--- src/rtl/ubds_pkg.sv ---
// Package of shared constants, codes and control types for the baud divisor search unit.
`timescale 1ns / 1ps
package ubds_pkg;

  localparam int unsigned MAX_SCALE_CODE = 9;
  localparam int unsigned DIVISOR_MAX    = 255;

  localparam int unsigned RATE_W   = 32;
  localparam int unsigned STATUS_W = 2;
  localparam int unsigned SCALE_W  = 4;
  localparam int unsigned MODE_W   = 2;
  localparam int unsigned DIV_W    = 8;

  localparam int unsigned OS_LOG2_MAX = 4;
  localparam int unsigned MIN_DEN     = 16 * DIVISOR_MAX;
  localparam int unsigned MIN_DEN_W   = $clog2(MIN_DEN + 1);
  localparam int unsigned THR_W       = RATE_W + 1 + MIN_DEN_W;
  localparam int unsigned QUO_W       = RATE_W;
  localparam int unsigned DEN_W       = RATE_W + OS_LOG2_MAX;

  localparam logic [RATE_W-1:0] SYS_CLK_RESET = RATE_W'(96000000);

  localparam logic [DIV_W-1:0] DIV_LIMIT   = 8'hFF;
  localparam logic [DIV_W-1:0] DIV_CLAMP_H = 8'hFE;
  localparam logic [DIV_W-1:0] DIV_CLAMP_L = 8'h01;

  localparam logic [MODE_W-1:0] MODE_X4 = 2'd2;

  localparam logic [STATUS_W-1:0] ST_OK       = 2'd0;
  localparam logic [STATUS_W-1:0] ST_TOO_LOW  = 2'd1;
  localparam logic [STATUS_W-1:0] ST_TOO_HIGH = 2'd2;
  localparam logic [STATUS_W-1:0] ST_OVERFLOW = 2'd3;

  typedef enum logic [1:0] {
    OP_QUOT  = 2'd0,
    OP_RATE0 = 2'd1,
    OP_RATE1 = 2'd2
  } div_op_e;

  typedef struct packed {
    logic                load;
    logic                scale_step;
    logic                div_start;
    div_op_e             div_op;
    logic                latch_quot;
    logic                dec_shift;
    logic                clamp;
    logic                latch_err0;
    logic                latch_sel;
    logic                res_load;
    logic [STATUS_W-1:0] res_status;
  } ubds_cmd_t;

  typedef struct packed {
    logic tgt_zero;
    logic scale_lt;
    logic scale_last;
    logic div_done;
    logic quot_zero;
    logic quot_big;
    logic shift_zero;
    logic out_busy;
  } ubds_sts_t;

endpackage

--- src/rtl/ubds_divider.sv ---
// Restoring radix-2 divider producing one quotient bit per cycle.
`timescale 1ns / 1ps
module ubds_divider import ubds_pkg::*; (
  input  logic             clk_i,
  input  logic             rst_ni,
  input  logic             start_i,
  input  logic [QUO_W-1:0] dividend_i,
  input  logic [DEN_W-1:0] divisor_i,
  output logic             done_o,
  output logic [QUO_W-1:0] quotient_o
);

  localparam int unsigned CNT_W = $clog2(QUO_W);

  logic             busy_q, busy_d;
  logic             done_q, done_d;
  logic [CNT_W-1:0] cnt_q, cnt_d;
  logic [DEN_W-1:0] rem_q, rem_d;
  logic [QUO_W-1:0] quo_q, quo_d;
  logic [DEN_W-1:0] den_q, den_d;
  logic [DEN_W:0]   trial;
  logic             ge;

  always_comb begin
    trial  = {rem_q, quo_q[QUO_W-1]};
    ge     = trial >= {1'b0, den_q};
    busy_d = busy_q;
    done_d = 1'b0;
    cnt_d  = cnt_q;
    rem_d  = rem_q;
    quo_d  = quo_q;
    den_d  = den_q;
    if (start_i) begin
      busy_d = 1'b1;
      cnt_d  = '0;
      rem_d  = '0;
      quo_d  = dividend_i;
      den_d  = divisor_i;
    end else if (busy_q) begin
      rem_d = ge ? DEN_W'(trial - {1'b0, den_q}) : DEN_W'(trial);
      quo_d = {quo_q[QUO_W-2:0], ge};
      cnt_d = cnt_q + CNT_W'(1);
      if (cnt_q == CNT_W'(QUO_W - 1)) begin
        busy_d = 1'b0;
        done_d = 1'b1;
      end
    end
  end

  always_ff @(posedge clk_i or negedge rst_ni) begin
    if (!rst_ni) begin
      busy_q <= 1'b0;
      done_q <= 1'b0;
      cnt_q  <= '0;
    end else begin
      busy_q <= busy_d;
      done_q <= done_d;
      cnt_q  <= cnt_d;
    end
  end

  always_ff @(posedge clk_i) begin
    rem_q <= rem_d;
    quo_q <= quo_d;
    den_q <= den_d;
  end

  assign done_o     = done_q;
  assign quotient_o = quo_q;

  a_start_idle: assert property (@(posedge clk_i) disable iff (!rst_ni)
    start_i |-> !busy_q) else $error("divider started while busy");
  a_done_idle: assert property (@(posedge clk_i) disable iff (!rst_ni)
    done_q |-> !busy_q) else $error("divider done while still busy");

endmodule

--- src/rtl/ubds_datapath.sv ---
// Datapath holding the clock register, scale search, shared divider and result register.
`timescale 1ns / 1ps
module ubds_datapath import ubds_pkg::*; (
  input  logic                clk_i,
  input  logic                rst_ni,
  input  logic                cfg_we_i,
  input  logic [RATE_W-1:0]   cfg_wdata_i,
  input  logic [RATE_W-1:0]   target_rate_i,
  input  ubds_cmd_t           cmd_i,
  output ubds_sts_t           sts_o,
  output logic                out_valid_o,
  input  logic                out_ready_i,
  output logic [STATUS_W-1:0] status_o,
  output logic [SCALE_W-1:0]  clock_scale_o,
  output logic [MODE_W-1:0]   oversample_mode_o,
  output logic [DIV_W-1:0]    divisor_o
);

  function automatic logic [RATE_W-1:0] abs_diff(input logic [RATE_W-1:0] a,
                                                 input logic [RATE_W-1:0] b);
    abs_diff = (a > b) ? (a - b) : (b - a);
  endfunction

  logic [RATE_W-1:0]   sys_clk_q;
  logic [RATE_W-1:0]   target_q;
  logic [THR_W-1:0]    thresh_q;
  logic [SCALE_W-1:0]  code_q;
  logic [MODE_W-1:0]   shift_q;
  logic [RATE_W-1:0]   uclk_q;
  logic [QUO_W-1:0]    quot_q;
  logic [RATE_W-1:0]   err0_q;
  logic [DIV_W-1:0]    sel_q;
  logic                out_valid_q;
  logic [STATUS_W-1:0] res_status_q;
  logic [SCALE_W-1:0]  res_scale_q;
  logic [MODE_W-1:0]   res_mode_q;
  logic [DIV_W-1:0]    res_div_q;

  logic [RATE_W-1:0] shifted;
  logic [2:0]        lsh;
  logic [DEN_W-1:0]  den;
  logic              div_done;
  logic [QUO_W-1:0]  div_quo;
  logic [RATE_W-1:0] err1;
  logic [DIV_W-1:0]  div8;

  assign shifted = sys_clk_q >> code_q;
  assign lsh     = 3'(OS_LOG2_MAX) - {1'b0, shift_q};
  assign div8    = quot_q[DIV_W-1:0];
  assign err1    = abs_diff(target_q, div_quo);

  always_comb begin
    case (cmd_i.div_op)
      OP_RATE0: den = DEN_W'(div8) << lsh;
      OP_RATE1: den = DEN_W'({1'b0, div8} + 9'd1) << lsh;
      default:  den = DEN_W'(target_q) << lsh;
    endcase
  end

  ubds_divider u_div (
    .clk_i      (clk_i),
    .rst_ni     (rst_ni),
    .start_i    (cmd_i.div_start),
    .dividend_i (uclk_q),
    .divisor_i  (den),
    .done_o     (div_done),
    .quotient_o (div_quo)
  );

  always_comb begin
    sts_o.tgt_zero   = target_q == '0;
    sts_o.scale_lt   = THR_W'(shifted) >= thresh_q;
    sts_o.scale_last = code_q >= SCALE_W'(MAX_SCALE_CODE - 1);
    sts_o.div_done   = div_done;
    sts_o.quot_zero  = quot_q == '0;
    sts_o.quot_big   = quot_q > QUO_W'(DIV_LIMIT);
    sts_o.shift_zero = shift_q == '0;
    sts_o.out_busy   = out_valid_q && !out_ready_i;
  end

  always_ff @(posedge clk_i or negedge rst_ni) begin
    if (!rst_ni) begin
      sys_clk_q   <= SYS_CLK_RESET;
      out_valid_q <= 1'b0;
    end else begin
      if (cfg_we_i) begin
        sys_clk_q <= cfg_wdata_i;
      end
      if (cmd_i.res_load) begin
        out_valid_q <= 1'b1;
      end else if (out_ready_i) begin
        out_valid_q <= 1'b0;
      end
    end
  end

  always_ff @(posedge clk_i) begin
    if (cmd_i.load) begin
      target_q <= target_rate_i;
      thresh_q <= THR_W'(THR_W'({1'b0, target_rate_i} + 33'd1) * THR_W'(MIN_DEN));
      code_q   <= '0;
      shift_q  <= MODE_X4;
    end
    if (cmd_i.scale_step) begin
      code_q <= code_q + SCALE_W'(1);
      uclk_q <= shifted;
    end
    if (cmd_i.dec_shift) begin
      shift_q <= shift_q - MODE_W'(1);
    end
    if (cmd_i.latch_quot) begin
      quot_q <= div_quo;
    end else if (cmd_i.clamp) begin
      if (div8 == DIV_LIMIT) begin
        quot_q <= QUO_W'(DIV_CLAMP_H);
      end else if (div8 == '0) begin
        quot_q <= QUO_W'(DIV_CLAMP_L);
      end
    end
    if (cmd_i.latch_err0) begin
      err0_q <= abs_diff(target_q, div_quo);
    end
    if (cmd_i.latch_sel) begin
      sel_q <= (err0_q < err1) ? div8 : div8 + DIV_W'(1);
    end
    if (cmd_i.res_load) begin
      res_status_q <= cmd_i.res_status;
      unique case (cmd_i.res_status) inside
        ST_OK: begin
          res_scale_q <= code_q;
          res_mode_q  <= shift_q;
          res_div_q   <= sel_q;
        end
        ST_TOO_HIGH, ST_OVERFLOW: begin
          res_scale_q <= code_q;
          res_mode_q  <= '0;
          res_div_q   <= '0;
        end
        default: begin
          res_scale_q <= '0;
          res_mode_q  <= '0;
          res_div_q   <= '0;
        end
      endcase
    end
  end

  assign out_valid_o       = out_valid_q;
  assign status_o          = res_status_q;
  assign clock_scale_o     = res_scale_q;
  assign oversample_mode_o = res_mode_q;
  assign divisor_o         = res_div_q;

  a_no_overwrite: assert property (@(posedge clk_i) disable iff (!rst_ni)
    cmd_i.res_load |-> !out_valid_q || out_ready_i)
    else $error("pending result overwritten");
  a_low_no_scale: assert property (@(posedge clk_i) disable iff (!rst_ni)
    out_valid_q && res_status_q == ST_TOO_LOW |-> res_scale_q == '0)
    else $error("too-low result carries a scale code");
  a_ok_divisor: assert property (@(posedge clk_i) disable iff (!rst_ni)
    out_valid_q && res_status_q == ST_OK |-> res_div_q != '0 && res_scale_q != '0)
    else $error("successful result with zero divisor or scale");

endmodule

--- config.mk ---
export PLATFORM = sky130hd
export DESIGN_NAME = ubds_datapath
export DESIGN_NICKNAME = d
export VERILOG_FILES = /design/src/rtl/ubds_pkg.sv /design/src/rtl/ubds_divider.sv /design/src/rtl/ubds_datapath.sv
export SDC_FILE = /design/constraint.sdc
export NUM_CORES = 1
export LEC_CHECK = 0
export BUFFER_PORTS_ARGS = -buffer_cell sky130_fd_sc_hd__clkbuf_2
export CORE_UTILIZATION = 50
export DETAILED_ROUTE_END_ITERATION = 8
export HOLD_SLACK_MARGIN = 0.06
export PLACE_DENSITY = 0.71
export SLEW_MARGIN = 15
export SYNTH_ARGS = -nofsm -noshare
export SYNTH_HDL_FRONTEND = slang
export SYNTH_SLANG_ARGS = --single-unit
--- constraint.sdc ---
create_clock -name clk_i -period 13.59 [get_ports clk_i]
set_input_delay 1.359 -clock clk_i [delete_from_list [all_inputs] [get_ports clk_i]]
set_output_delay 1.359 -clock clk_i [all_outputs]
set_load 0.02 [all_outputs]
==> results.yml <==
setup_path:
  cp.arrival_ns: 8.03
  start_kind: "primary input"
  crit_family: "adder cells"
  crit_type: "primary input to flop"
  cpMaxStageDelayCell: "xnor2_1"
  path_buf_inv: 4
  worstPathRequired_ns: 13.90
  cp-end-kind: "flop"
  crit_fanout: 8
  max_stage_delay_ns: 0.64
floorplan:
  fp.coreArea_mm2: 0.0567
  die_area_mm2: 0.0587
  fp.dieW_um: 242
  rows: 87
  start_util: 0.509
  die_h_um: 242
  ioPinCount: 106
grt:
  grtUsageMet1: 0.323
  grt_use_total: 0.252
  grt_max_degree: 75
  antenna_found_initial: 2
  grt_pass1_wl_um: 118000
  grt_util_met2: 0.424
  use_met3: 0.0373
  grt_overflow: 0
  busiest_layer: "met2"
  grt_pass1_vias: 21800
placement:
  portBuffers: 105
  dp_hpwl_um: 58300
  place_congestion: 0.990
run_status:
  status: "finished, final reports clean"
clock_network:
  root_buffer: "clkbuf_16"
  cts_hold_buf: 0
  worstSkewPairLatency_ns: 0.57
  path_clk_slew_ns: 0.06
  ctsResizeCount: 0
  cts-buffers-inserted: 38
  post_cts_buffers: 0
  clock-sinks: 343
  cts_tree: "done"
  clockBufferDepth: 3
  cts-htree-levels: 2
routing:
  wirelength_um: 74100
  wl_per_cell_um: 19.6
  ant_nets: 0
  drc: 0
  drt_iter0_markers: 1675
  via_per_inst: 5.77
  first_pass_iters: 6
  route.vias.total: 21900
synth:
  synthFlopType: "edfxtp_1"
  yosys.area_share.adder: 0.196
  synth.area.mux_share: 0.0629
  ys_seq_area_frac: 0.338
  synth_top_family_by_area: "adder cells"
  async_flop_share: 0.117
  synth_simple_gate_area_frac: 0.116
  avgSynthCellArea_um2: 9.70
  yosysWarnings: 0
  syn_nets: 3430
  synth_edf_count: 267
  ys_types: 88
  synth_compound_area_frac: 0.155
  netlist_area_mm2: 0.0289
  synth_xor_area_frac: 0.0595
  ys_seq_elements: 343
  syn-instance-count: 2976
power:
  power.density_mw_per_mm2: 212
  vdd_drop_max_mv: 0.148
  total_power_mw: 6.61
  p_leak_nw: 14.1
sta:
  rsz0062_at_grt: "false"
  fin_setup_tns_ns: 0
  holdWs_ns: 0.492
  worstMarginPinSlew_ns: 1.01
  fin_crit_ns: 7.72
  fmax_mhz: 130
  hold_viol: 0
  slew_viol_final: 0
  setup_viol: 0
  clock_skew_ns: 0.0237
  slew-limit-headroom: 0.327
  period_share: 0.568
finish:
  syn2layout_area_growth_pct: 8.18
  fin_nets: 3458
  drive_gt1_frac: 0.102
worst_hold_path:
  min_path_type: "flop to flop"
job:
  cap_violations: 0
-- synthesized netlist by cell type (23+ instances only) --
master	n	area, um2
a211oi_1	24	180
a21o_1	112	841
a21oi_1	196	981
a311oi_1	29	254
and2_1	42	263
and3_1	25	156
buf_2	30	150
clkbuf_1	78	293
dfrtp_1	30	751
dfxtp_1	36	721
edfxtp_1	267	8020
fa_1	120	2400
ha_1	253	3170
inv_1	399	1500
mux2_2	53	597
mux2i_1	52	521
mux4_2	31	698
nand2_1	218	818
nand3_1	67	335
nand4_1	39	244
nor2_1	150	563
nor2b_1	31	194
nor3_1	30	150
o21a_1	23	173
o21ai_0	153	766
o21bai_1	26	195
xnor2_1	127	1110
xor2_1	69	604
-- sequential cells by signal, summed over array words and instances, names as in the netlist, 5 cells and up --
signal and count:
err0_q 32, divisor_o 8, sys_clk_q 32, sel_q 8, u_div.den_q 36, u_div.quotient_o 32
thresh_q 41, uclk_q 32, u_div.cnt_q 5, target_q 32, quot_q 32, u_div.rem_q 36
-- layer usage --
layer / part of all wire / wire length (um)
met5: 0.00018 / 13
met4: 0.044 / 3290
met3: 0.057 / 4210
met2: 0.47 / 34800
met1: 0.43 / 31800
-- kinds of logic after synthesis --
group	Yosys count
compound gates	691
xor+xnor	196
fa+ha+maj	383
buf+inv	536
flops	343
mux	136
simple gates	691
-- power by group --
part	total, mW	internal, mW	leakage (nW)	switching [mW]
clock network	1.11	0.667	0.654	0.441
logic	3.83	1.61	10.0	2.22
registers	1.68	1.53	3.46	0.142
-- cell type report --
cell class,count,area (um2)
Fill cell,4896,25500
Multi-Input combinational cell,2097,17000
Sequential cell,343,9750
Inverter,403,1510
Clock buffer,45,998
Tap cell,756,946
Timing Repair Buffer,121,651
Clock inverter,25,338
Antenna cell,1,2.50
-- worst register-to-register path, delay by kind of cell, from the launching register on --
| family | cells | cell delay, ns |
|---|---|---|
| buffers and inverters | 3 | 0.66 |
| and+or+nand+nor | 6 | 1.03 |
| muxes | 1 | 0.40 |
| xor gates and xnor gates | 1 | 0.25 |
| AOI/OAI and AO/OA | 8 | 2.80 |
| adders and majority gates | 2 | 0.89 |
| DFF | 1 | 0.65 |
-- path summary, 6_finish.rpt --
kind | cells after the start | from | to | slack, ns
worst max-delay path | 25 | target_rate_i[0] | thresh_q[40] | 5.87
worst min-delay path | 2 | u_div.rem_q[26] | u_div.rem_q[26] | 0.49
worst max register to register | 21 | target_q[18] | sel_q[1] | 6.69
worst min register to register | 2 | u_div.rem_q[26] | u_div.rem_q[26] | 0.49
max in group asynchronous | 1 | rst_ni | u_div.busy_q | 11.97
min in group asynchronous | 1 | rst_ni | u_div.done_o | 0.95
-- cells in the final DEF (no fill, tap or decap), types with 36 or more instances in the layout --
master | Yosys | routed
a21o_1 | 112 | 112
a21oi_1 | 196 | 196
and2_1 | 42 | 42
clkbuf_16 | 0 | 39
clkbuf_2 | 1 | 103
dfxtp_1 | 36 | 36
edfxtp_1 | 267 | 267
fa_1 | 120 | 120
ha_1 | 253 | 253
inv_1 | 399 | 399
mux2_2 | 53 | 53
mux2i_1 | 52 | 52
nand2_1 | 218 | 218
nand3_1 | 67 | 67
nand4_1 | 39 | 39
nor2_1 | 150 | 149
o21ai_0 | 153 | 153
xnor2_1 | 127 | 127
xor2_1 | 69 | 69
-- metrics by stage --
step	cells	util	worst slack [ns]	area, um2
global placement	3720	0.527	5.49	29900
CTS	3790	0.550	5.88	31200
floorplan	2976	-	6.43	28900
detailed placement	3720	0.527	5.34	29900
global route	3790	0.550	5.40	31200
finish	3791	0.550	5.87	31200
(Power assumes the default switching activity.)
