## config.mk

```make
export PLATFORM = sky130hd
export DESIGN_NAME = ubds_ctrl
export DESIGN_NICKNAME = d
export VERILOG_FILES = /design/src/rtl/ubds_pkg.sv /design/src/rtl/ubds_ctrl.sv
export SDC_FILE = /design/constraint.sdc
export NUM_CORES = 1
export LEC_CHECK = 0
export ABC_CLOCK_PERIOD_IN_PS = 1900
export CORE_AREA = 2 2 43 45
export CTS_BUF_LIST = sky130_fd_sc_hd__clkbuf_2
export DETAILED_ROUTE_END_ITERATION = 8
export DIE_AREA = 0 0 45 47
export DONT_BUFFER_PORTS = 1
export SETUP_SLACK_MARGIN = 0.3
export SLEW_MARGIN = 15
export SYNTH_ARGS = -nofsm -noshare
export SYNTH_HDL_FRONTEND = slang
export SYNTH_SLANG_ARGS = --single-unit
```

## constraint.sdc

```tcl
create_clock -name clk_i -period 1.9 [get_ports clk_i]
set_input_delay 0.095 -clock clk_i [delete_from_list [all_inputs] [get_ports clk_i]]
set_output_delay 0.095 -clock clk_i [all_outputs]
set_load 0.02 [all_outputs]
```

## src/rtl/ubds_pkg.sv

```systemverilog
// Package of shared constants, codes and control types for the baud divisor search unit.
`timescale 1ns / 1ps
package ubds_pkg;

  localparam int unsigned MAX_SCALE_CODE = 9;
  localparam int unsigned DIVISOR_MAX    = 255;

  localparam int unsigned RATE_W   = 32;
  localparam int unsigned STATUS_W = 2;
  localparam int unsigned SCALE_W  = 4;
  localparam int unsigned MODE_W   = 2;
  localparam int unsigned DIV_W    = 8;

  localparam int unsigned OS_LOG2_MAX = 4;
  localparam int unsigned MIN_DEN     = 16 * DIVISOR_MAX;
  localparam int unsigned MIN_DEN_W   = $clog2(MIN_DEN + 1);
  localparam int unsigned THR_W       = RATE_W + 1 + MIN_DEN_W;
  localparam int unsigned QUO_W       = RATE_W;
  localparam int unsigned DEN_W       = RATE_W + OS_LOG2_MAX;

  localparam logic [RATE_W-1:0] SYS_CLK_RESET = RATE_W'(96000000);

  localparam logic [DIV_W-1:0] DIV_LIMIT   = 8'hFF;
  localparam logic [DIV_W-1:0] DIV_CLAMP_H = 8'hFE;
  localparam logic [DIV_W-1:0] DIV_CLAMP_L = 8'h01;

  localparam logic [MODE_W-1:0] MODE_X4 = 2'd2;

  localparam logic [STATUS_W-1:0] ST_OK       = 2'd0;
  localparam logic [STATUS_W-1:0] ST_TOO_LOW  = 2'd1;
  localparam logic [STATUS_W-1:0] ST_TOO_HIGH = 2'd2;
  localparam logic [STATUS_W-1:0] ST_OVERFLOW = 2'd3;

  typedef enum logic [1:0] {
    OP_QUOT  = 2'd0,
    OP_RATE0 = 2'd1,
    OP_RATE1 = 2'd2
  } div_op_e;

  typedef struct packed {
    logic                load;
    logic                scale_step;
    logic                div_start;
    div_op_e             div_op;
    logic                latch_quot;
    logic                dec_shift;
    logic                clamp;
    logic                latch_err0;
    logic                latch_sel;
    logic                res_load;
    logic [STATUS_W-1:0] res_status;
  } ubds_cmd_t;

  typedef struct packed {
    logic tgt_zero;
    logic scale_lt;
    logic scale_last;
    logic div_done;
    logic quot_zero;
    logic quot_big;
    logic shift_zero;
    logic out_busy;
  } ubds_sts_t;

endpackage

```

## src/rtl/ubds_ctrl.sv

```systemverilog
// Controller state machine sequencing the scale search and the divisions.
`timescale 1ns / 1ps
module ubds_ctrl import ubds_pkg::*; (
  input  logic      clk_i,
  input  logic      rst_ni,
  input  logic      in_valid_i,
  output logic      in_ready_o,
  input  ubds_sts_t sts_i,
  output ubds_cmd_t cmd_o
);

  localparam logic [2:0] S_IDLE  = 3'd0;
  localparam logic [2:0] S_SCALE = 3'd1;
  localparam logic [2:0] S_DIV   = 3'd2;
  localparam logic [2:0] S_DIVW  = 3'd3;
  localparam logic [2:0] S_QCHK  = 3'd4;
  localparam logic [2:0] S_FIN   = 3'd5;

  logic [2:0]          state_q, state_d;
  div_op_e             phase_q, phase_d;
  logic [STATUS_W-1:0] fin_q, fin_d;

  always_comb begin
    state_d    = state_q;
    phase_d    = phase_q;
    fin_d      = fin_q;
    cmd_o      = '0;
    cmd_o.div_op     = phase_q;
    cmd_o.res_status = fin_q;
    in_ready_o = 1'b0;
    unique case (state_q)
      S_IDLE: begin
        in_ready_o = 1'b1;
        if (in_valid_i) begin
          cmd_o.load = 1'b1;
          state_d    = S_SCALE;
        end
      end
      S_SCALE: begin
        if (sts_i.tgt_zero) begin
          fin_d   = ST_TOO_LOW;
          state_d = S_FIN;
        end else begin
          cmd_o.scale_step = 1'b1;
          if (!sts_i.scale_lt) begin
            phase_d = OP_QUOT;
            state_d = S_DIV;
          end else if (sts_i.scale_last) begin
            fin_d   = ST_TOO_LOW;
            state_d = S_FIN;
          end
        end
      end
      S_DIV: begin
        cmd_o.div_start = 1'b1;
        state_d         = S_DIVW;
      end
      S_DIVW: begin
        if (sts_i.div_done) begin
          unique case (phase_q)
            OP_RATE0: begin
              cmd_o.latch_err0 = 1'b1;
              phase_d          = OP_RATE1;
              state_d          = S_DIV;
            end
            OP_RATE1: begin
              cmd_o.latch_sel = 1'b1;
              fin_d           = ST_OK;
              state_d         = S_FIN;
            end
            default: begin
              cmd_o.latch_quot = 1'b1;
              state_d          = S_QCHK;
            end
          endcase
        end
      end
      S_QCHK: begin
        if (sts_i.quot_zero) begin
          fin_d   = ST_TOO_HIGH;
          state_d = S_FIN;
        end else if (sts_i.quot_big) begin
          if (sts_i.shift_zero) begin
            fin_d   = ST_OVERFLOW;
            state_d = S_FIN;
          end else begin
            cmd_o.dec_shift = 1'b1;
            state_d         = S_DIV;
          end
        end else begin
          cmd_o.clamp = 1'b1;
          phase_d     = OP_RATE0;
          state_d     = S_DIV;
        end
      end
      S_FIN: begin
        if (!sts_i.out_busy) begin
          cmd_o.res_load = 1'b1;
          state_d        = S_IDLE;
        end
      end
      default: begin
        state_d = S_IDLE;
      end
    endcase
  end

  always_ff @(posedge clk_i or negedge rst_ni) begin
    if (!rst_ni) begin
      state_q <= S_IDLE;
      phase_q <= OP_QUOT;
      fin_q   <= ST_OK;
    end else begin
      state_q <= state_d;
      phase_q <= phase_d;
      fin_q   <= fin_d;
    end
  end

endmodule
```

==> run metrics, run 1 <==
status complete, no violations; setup TNS 0 ps; Die Area roughly 2100 sq um; 1st-iter DRT viols 9; clk_lat worst skew approximately 220 ps; TritonCTS clock tree yes; Data arrival, critical path about 1700 ps; r2r endpoint state_q[0]; Yosys reg bits 7; post-synthesis cell type count 34; die height 47 um; H-tree levels 1; Cell Chain, Critical Path buf_4 -> and4b_1 -> a311oi_1 -> a21bo_2; Synth Cell Area ~610 sq um; Final Cycle Share 0.8426; TritonCTS Sinks 7; final count of pins violating max slew 0; Final Hold Fails 0; antenna violations before repair 0; Remaining Overflow, GRT 0; global routing usage on met1 0.1925; Detailed Routing Iterations Pass 1 4; Top FF cell, synth dfrtp_1; main combinational cell family by area after synthesis simple AND/OR/NAND/NOR gates; EDFF count, synth 0; grt met2 use 0.2429; FF-to-FF Start state_q[2]; WHS roughly 64 ps; Synth Area in Adders 0.06148; static leakage approximately 0.36 nW; drt via density ~5.9; DRC Markers 0; r2r setup slk about 300 ps; routed wire length approximately 1600 um; Worst EP required approximately 2000 ps; PortBufs 0; Worst Setup Path Type flop to flop; Setup crit end state_q[0]; Syn Area/Cell about 8.5 sq um; Placeable Area 1652 sq um; HP Class input pin to flop; Die W about 45 um; Final min period about 1600 ps; Worst setup EP type flop; Synth Area in Compound Gates 0.2520; Starting Density 0.3697; Startpoint Class flop; Vias about 620; Wirelength per Cell ~15 um; antenna cells 0; final net count 104; layout cells sized above 1 0.4831; Post-Synth Simple-Gate Area 0.3094; maximum clock rate approximately 620 MHz; Clk pin slew, worst setup/hold paths 70 ps; wire length of the first global-routing pass about 2400 um; post-synthesis mux area share 0.01844; R2R cell count 4; GRT Util Overall 0.1541; root buffer cell clkbuf_2; IO Count 25; fin util 0.4886; CTS buffer count 3; Max Cap Viol 0; Worst slew margin 0.7018; Max Buffers Root-to-Sink 2; RSZ-0062 raised after global routing true; Ys Warns 0; Synth async-reset ratio 1.000; Top Usage Layer GRT met2; row count 15; Layout area overhead 32.17%; Final ANT Viol Nets 0; CP max FO 7; sequential share of the synthesized area 0.2869; Slew @ Worst Pin around 440 ps; Worst path slowest cell dfrtp_2; Power Density about 1500 nW/um^2; post-synthesis xor/xnor area fraction 0.01434; largest net degree at the start of global routing 9; post-DP HPWL 1122 um; syn nets 86; met3 usage 0.03462; Gate Count Post-Synth just over 70; max incr delay on CP approximately 460 ps; clk_skew between 0.5 and 0.6 ps; vias in the first global route ~600; gpl congestion 0.7584; maximum VDD drop between 0.0007 and 0.0008 V; Setup violations, final 0; CP startpoint state_q[2]
cell families after synthesis:
family,Yosys count
flip-flops,7
multiplexers,1
buffers and inverters,8
AO/OA/AOI/OAI,20
adder cells (fa/ha/maj),3
XOR/XNOR,1
AND/OR/NAND/NOR,32
cells in the mapped netlist, types with 3 or more instances:
cell / n / area (sq um)
a21oi_1: 6 / 30.03
and3_1: 3 / 18.77
buf_2: 4 / 20.02
dfrtp_1: 7 / 175.2
ha_1: 3 / 37.54
inv_1: 4 / 15.01
nand2_1: 9 / 33.78
nor2_1: 4 / 15.01
final cells by class:
class,count,area [sq um]
Inverter,4,15.01
Fill cell,153,844.6
Clock buffer,4,20.02
Timing Repair Buffer,17,130.1
Tap cell,17,21.27
Multi-Input combinational cell,57,439.2
Sequential cell,7,181.4
metrics by stage:
stage	setup WS [ps]	cells	cell area (sq um)	total power, mW
floorplan	230.6	72	628.1	0.8094
global placement	216.8	93	689.4	0.9493
detailed placement	239.2	93	689.4	0.9542
CTS	287.0	106	787.0	1.165
global route	252.3	106	807.0	1.284
finish	299.0	106	807.0	1.194
worst min-delay path by stage:
stage / cells after the start / endpoint / from
after global placement: 0 / fin_q[0] / rst_ni
after global routing: 2 / phase_q[0] / sts_i[2]
final: 2 / fin_q[1] / sts_i[3]
after detailed placement: 0 / fin_q[0] / rst_ni
after floorplan: 0 / fin_q[0] / rst_ni
after CTS: 2 / fin_q[1] / sts_i[3]
flip-flops by register name, summed over array words and instances (netlist names):
| register | flops |
|---|---|
| fin_q | 2 |
| phase_q | 2 |
| state_q | 3 |
per-layer routing:
| metal | vias to the layer above | wire, um |
|---|---|---|
| met1 | 297 | 703 |
| met2 | 21 | 742 |
| li1 | 301 | - |
| met5 | - | 0 |
| met4 | 0 | 10 |
| met3 | 2 | 103 |
where the power goes:
group          internal [mW]  total, mW  switching, mW
Clock                 0.0559      0.106         0.0505
Combinational          0.398      0.770          0.372
Sequential             0.213      0.318          0.106
worst max-delay path, delay by kind of cell, from the launching register on:
family / cells / cell delay (ps)
compound gates: 2 / 660
flops: 1 / 460
buf+inv: 1 / 170
simple gates: 1 / 210
placed cells by master (no fill, tap or decap), drive strengths merged, types with 2 or more instances in the layout:
master and instances:
and3 3, a21o 2, nand2 9, nor4bb 2
o22ai 2, inv 4, buf 16, ha 3
and2 2, nor3 2, nor2 5, nor4b 2
clkbuf 4, a21oi 6, dfrtp 7
repair_timing:
item | CTS | global route
hold endpoints to repair | 7 | 0
cloned | 0 | 0
endpoints found under the setup margin | 9 | 12
hold buffers | 1 | 0
resized for setup | 5 | 10
buffers inserted | 8 | 0
pin swaps | 1 | 1
Power figures use the tool's default switching activity.
==> run 2: changes to the inputs <==
- ABC_AREA: unset -> 1
- ABC_CLOCK_PERIOD_IN_PS: 1900 -> 1450
- clock period: 1.9 -> 1.45 ns (I/O delays scaled with it)
==> run 2 against run 1 <==
Compared with the run above:
- area after synthesis is 4.1% higher
- worst hold slack better by 6.7 ps
- sequential cell count stayed put
- sequential power is 42% higher
- cell count is 29% higher
- critical path type is now flop to output port
- critical endpoint is now cmd_o[7]
==> run metrics, run 2 <==
status complete, no violations (unchanged); Max Buffers Root-to-Sink 2 (unchanged); commonest cells after routing, fill and taps aside nand2_1, nor2_1, nand3_1 (was buf_4, nand2_1, a21oi_1); Placeable Area 1652 sq um (unchanged); layout cells sized above 1 0.4083 (was 0.4831); Slew @ Worst Pin 325.2 ps (was 444.3 ps); Final Cycle Share 0.9302; Power Density 1867 nW/um^2 (was 1480 nW/um^2); Synth async-reset ratio 1.000 (unchanged); Wirelength per Cell 12.90 um (was 14.72 um); Largest register FFs 3 (unchanged); Largest Register state_q (unchanged); Ys Warns 0 (unchanged); Data arrival, critical path 1280 ps (was 1720 ps); antenna cells 0 (unchanged); Die W 45 um (unchanged); largest net degree at the start of global routing 11 (was 9); Layout area overhead 45.28% (was 32.17%); Worst setup EP type output port (was flop); Setup violations, final 0 (unchanged); final net count 135 (was 104); post-DP HPWL 1235 um (was 1122 um); wire length of the first global-routing pass 2539 um (was 2373 um); Top Registers state_q: 3 flops, fin_q: 2 flops, phase_q: 2 flops (unchanged); Vias 736 (was 621); Max Cap Viol 0 (unchanged); H-tree levels 1 (unchanged); post-synthesis cell type count 15 (was 34); sequential share of the synthesized area 0.2756 (was 0.2869); Synth Cell Area 635.6 sq um (was 610.6 sq um); final count of pins violating max slew 0 (unchanged); Detailed Routing Iterations Pass 1 4 (unchanged); fillcell total 147 (was 153); Clk pin slew, worst setup/hold paths 70 ps (about the same); Gate Count Post-Synth 103 (was 72); gpl congestion 0.9036 (was 0.7584); HP Class input pin to flop (unchanged); top cell type's share of synthesized area 0.2756 (was 0.2869); commonest non-fill, non-tap cell in the layout nand2_1 (was buf_4); CP max FO 5 (was 7); Synth area leader dfrtp_1 (unchanged); WHS 70.24 ps (was 63.54 ps); maximum clock rate 741.4 MHz; syn nets 117 (was 86); ranking of synthesized cells by area dfrtp_1, nand2_1, nand3_1 (was dfrtp_1, ha_1, nand2_1); DRC Markers 0 (unchanged); PortBufs 0 (unchanged); EDFF count, synth 0 (unchanged); Starting Density 0.3848 (was 0.3697); Worst Setup Path Type flop to output port (was flop to flop); Remaining Overflow, GRT 0 (unchanged); IO Count 25 (unchanged); Met1 Wirelength 719 um (was 703 um); Final min period between 1000 and 1500 ps; die height 47 um (unchanged); highest metal used met4 (unchanged); count leader, synth nand2_1 (unchanged); antenna violations before repair 0 (unchanged); maximum VDD drop 0.0006901 V (was 0.0007756 V); row count 15 (unchanged); GRT Util Overall 0.1656 (was 0.1541); RSZ-0062 raised after global routing true (unchanged); TritonCTS clock tree yes (unchanged); Top FF cell, synth dfrtp_1 (unchanged); Worst EP required 1380 ps (was 2020 ps); CTS buffer count 3 (unchanged); met2 wire length 899 um (was 742 um); clk_lat worst skew 220 ps (about the same); routed wire length 1767 um (was 1560 um); Post-synth top cells nand2_1, nor2_1, nand3_1 (was nand2_1, dfrtp_1, a21oi_1); multi-input logic area 483.0 sq um (was 439.2 sq um); Syn Area/Cell 6.171 sq um (was 8.480 sq um); root buffer cell clkbuf_2 (unchanged); static leakage 0.4802 nW (was 0.3612 nW); met3 wire length 123 um (was 103 um); vias in the first global route 607 (was 599); Final Hold Fails 0 (unchanged); clk_skew 0.5839 ps (was 0.5289 ps); Die Area 2115 sq um (unchanged); setup TNS 0 ps (unchanged); Startpoint Class flop (unchanged); TritonCTS Sinks 7 (unchanged); drt via density 5.372 (was 5.858); Final ANT Viol Nets 0 (unchanged); Worst slew margin 0.7825 (was 0.7018); Yosys reg bits 7 (unchanged); 1st-iter DRT viols 23 (was 9); register area 181.4 sq um (unchanged)
-- run 2: cell count changes after synthesis, moves of 6 or more --
cell     before  now
nand2_1       9   33
nand3_1       1   15
a21oi_1       6    0
nor2_1        4   16
inv_1         4   14
-- run 2: cell families (layout without fill, tap and decap cells) --
family | count (synthesis) | count (layout) | synth area share
buffers and inverters | 17 | 34 | 0.1142
flip-flops | 7 | 7 | 0.2756
adder cells (fa/ha/maj) | 3 | 3 | 0.05906
AND/OR/NAND/NOR | 75 | 75 | 0.5433
AO/OA/AOI/OAI | 1 | 1 | 0.007866
-- run 2: layer usage --
layer / vias to the layer above / track usage
met2: 26 / 0.3057
met5: - / 0
met1: 346 / 0.1981
li1: 362 / -
met3: 2 / 0.04615
met4: 0 / 0.01765
-- run 2: power breakdown --
group	leakage (nW)	internal (mW)	switching, mW
combinational	0.381	0.474	0.660
clock	0.0166	0.0732	0.0643
sequential	0.0829	0.282	0.171
-- run 2: metrics by stage --
step / instances / instance area (sq um) / util / power (mW) / setup WS, ps
4_1_cts: 134 / 855.8 / 0.5182 / 1.573 / 76.96
6_report: 137 / 923.4 / 0.5591 / 1.724 / 101.2
3_3_place_gp: 123 / 718.2 / 0.4348 / 1.240 / 136.5
2_1_floorplan: 103 / 678.2 / - / 1.095 / 273.8
5_1_grt: 137 / 923.4 / 0.5591 / 1.876 / 9.176
3_5_place_dp: 123 / 718.2 / 0.4348 / 1.245 / 128.5
-- run 2: layout make-up --
cell class                      count  share of cell area
Multi-Input combinational cell     79              0.5230
Sequential cell                     7              0.1965
Tap cell                           17             0.02304
Inverter                           15             0.06911
Clock buffer                        4             0.02168
Timing Repair Buffer               15              0.1667
-- run 2: path summary, 6_finish.rpt --
path,from,end,slack [ps],depth (start not counted)
min in group asynchronous,rst_ni,state_q[1],180,1
worst max-delay path,phase_q[0],cmd_o[7],100,5
worst max register to register,state_q[1],state_q[1],130,7
worst min register to register,fin_q[1],fin_q[1],610,2
worst min-delay path,sts_i[0],state_q[2],70,2
max in group asynchronous,rst_ni,phase_q[1],1010,1
-- run 2: critical path, cell delays in order, from the launching register on --
cell,delay [ps]
dfrtp_2,480
inv_2,60
ha_4,260
nand2_1,40
nor2_1,80
buf_4,140
-- run 2: timing repair --
| action | 4_1_cts | 5_1_grt |
|---|---|---|
| hold buffers | 2 | 0 |
| setup buffers | 5 | 2 |
| pin swaps | 6 | 5 |
| endpoints found under the hold margin | 8 | 0 |
| gates cloned | 0 | 1 |
| resized for setup | 18 | 10 |
| endpoints found under the setup margin | 17 | 17 |
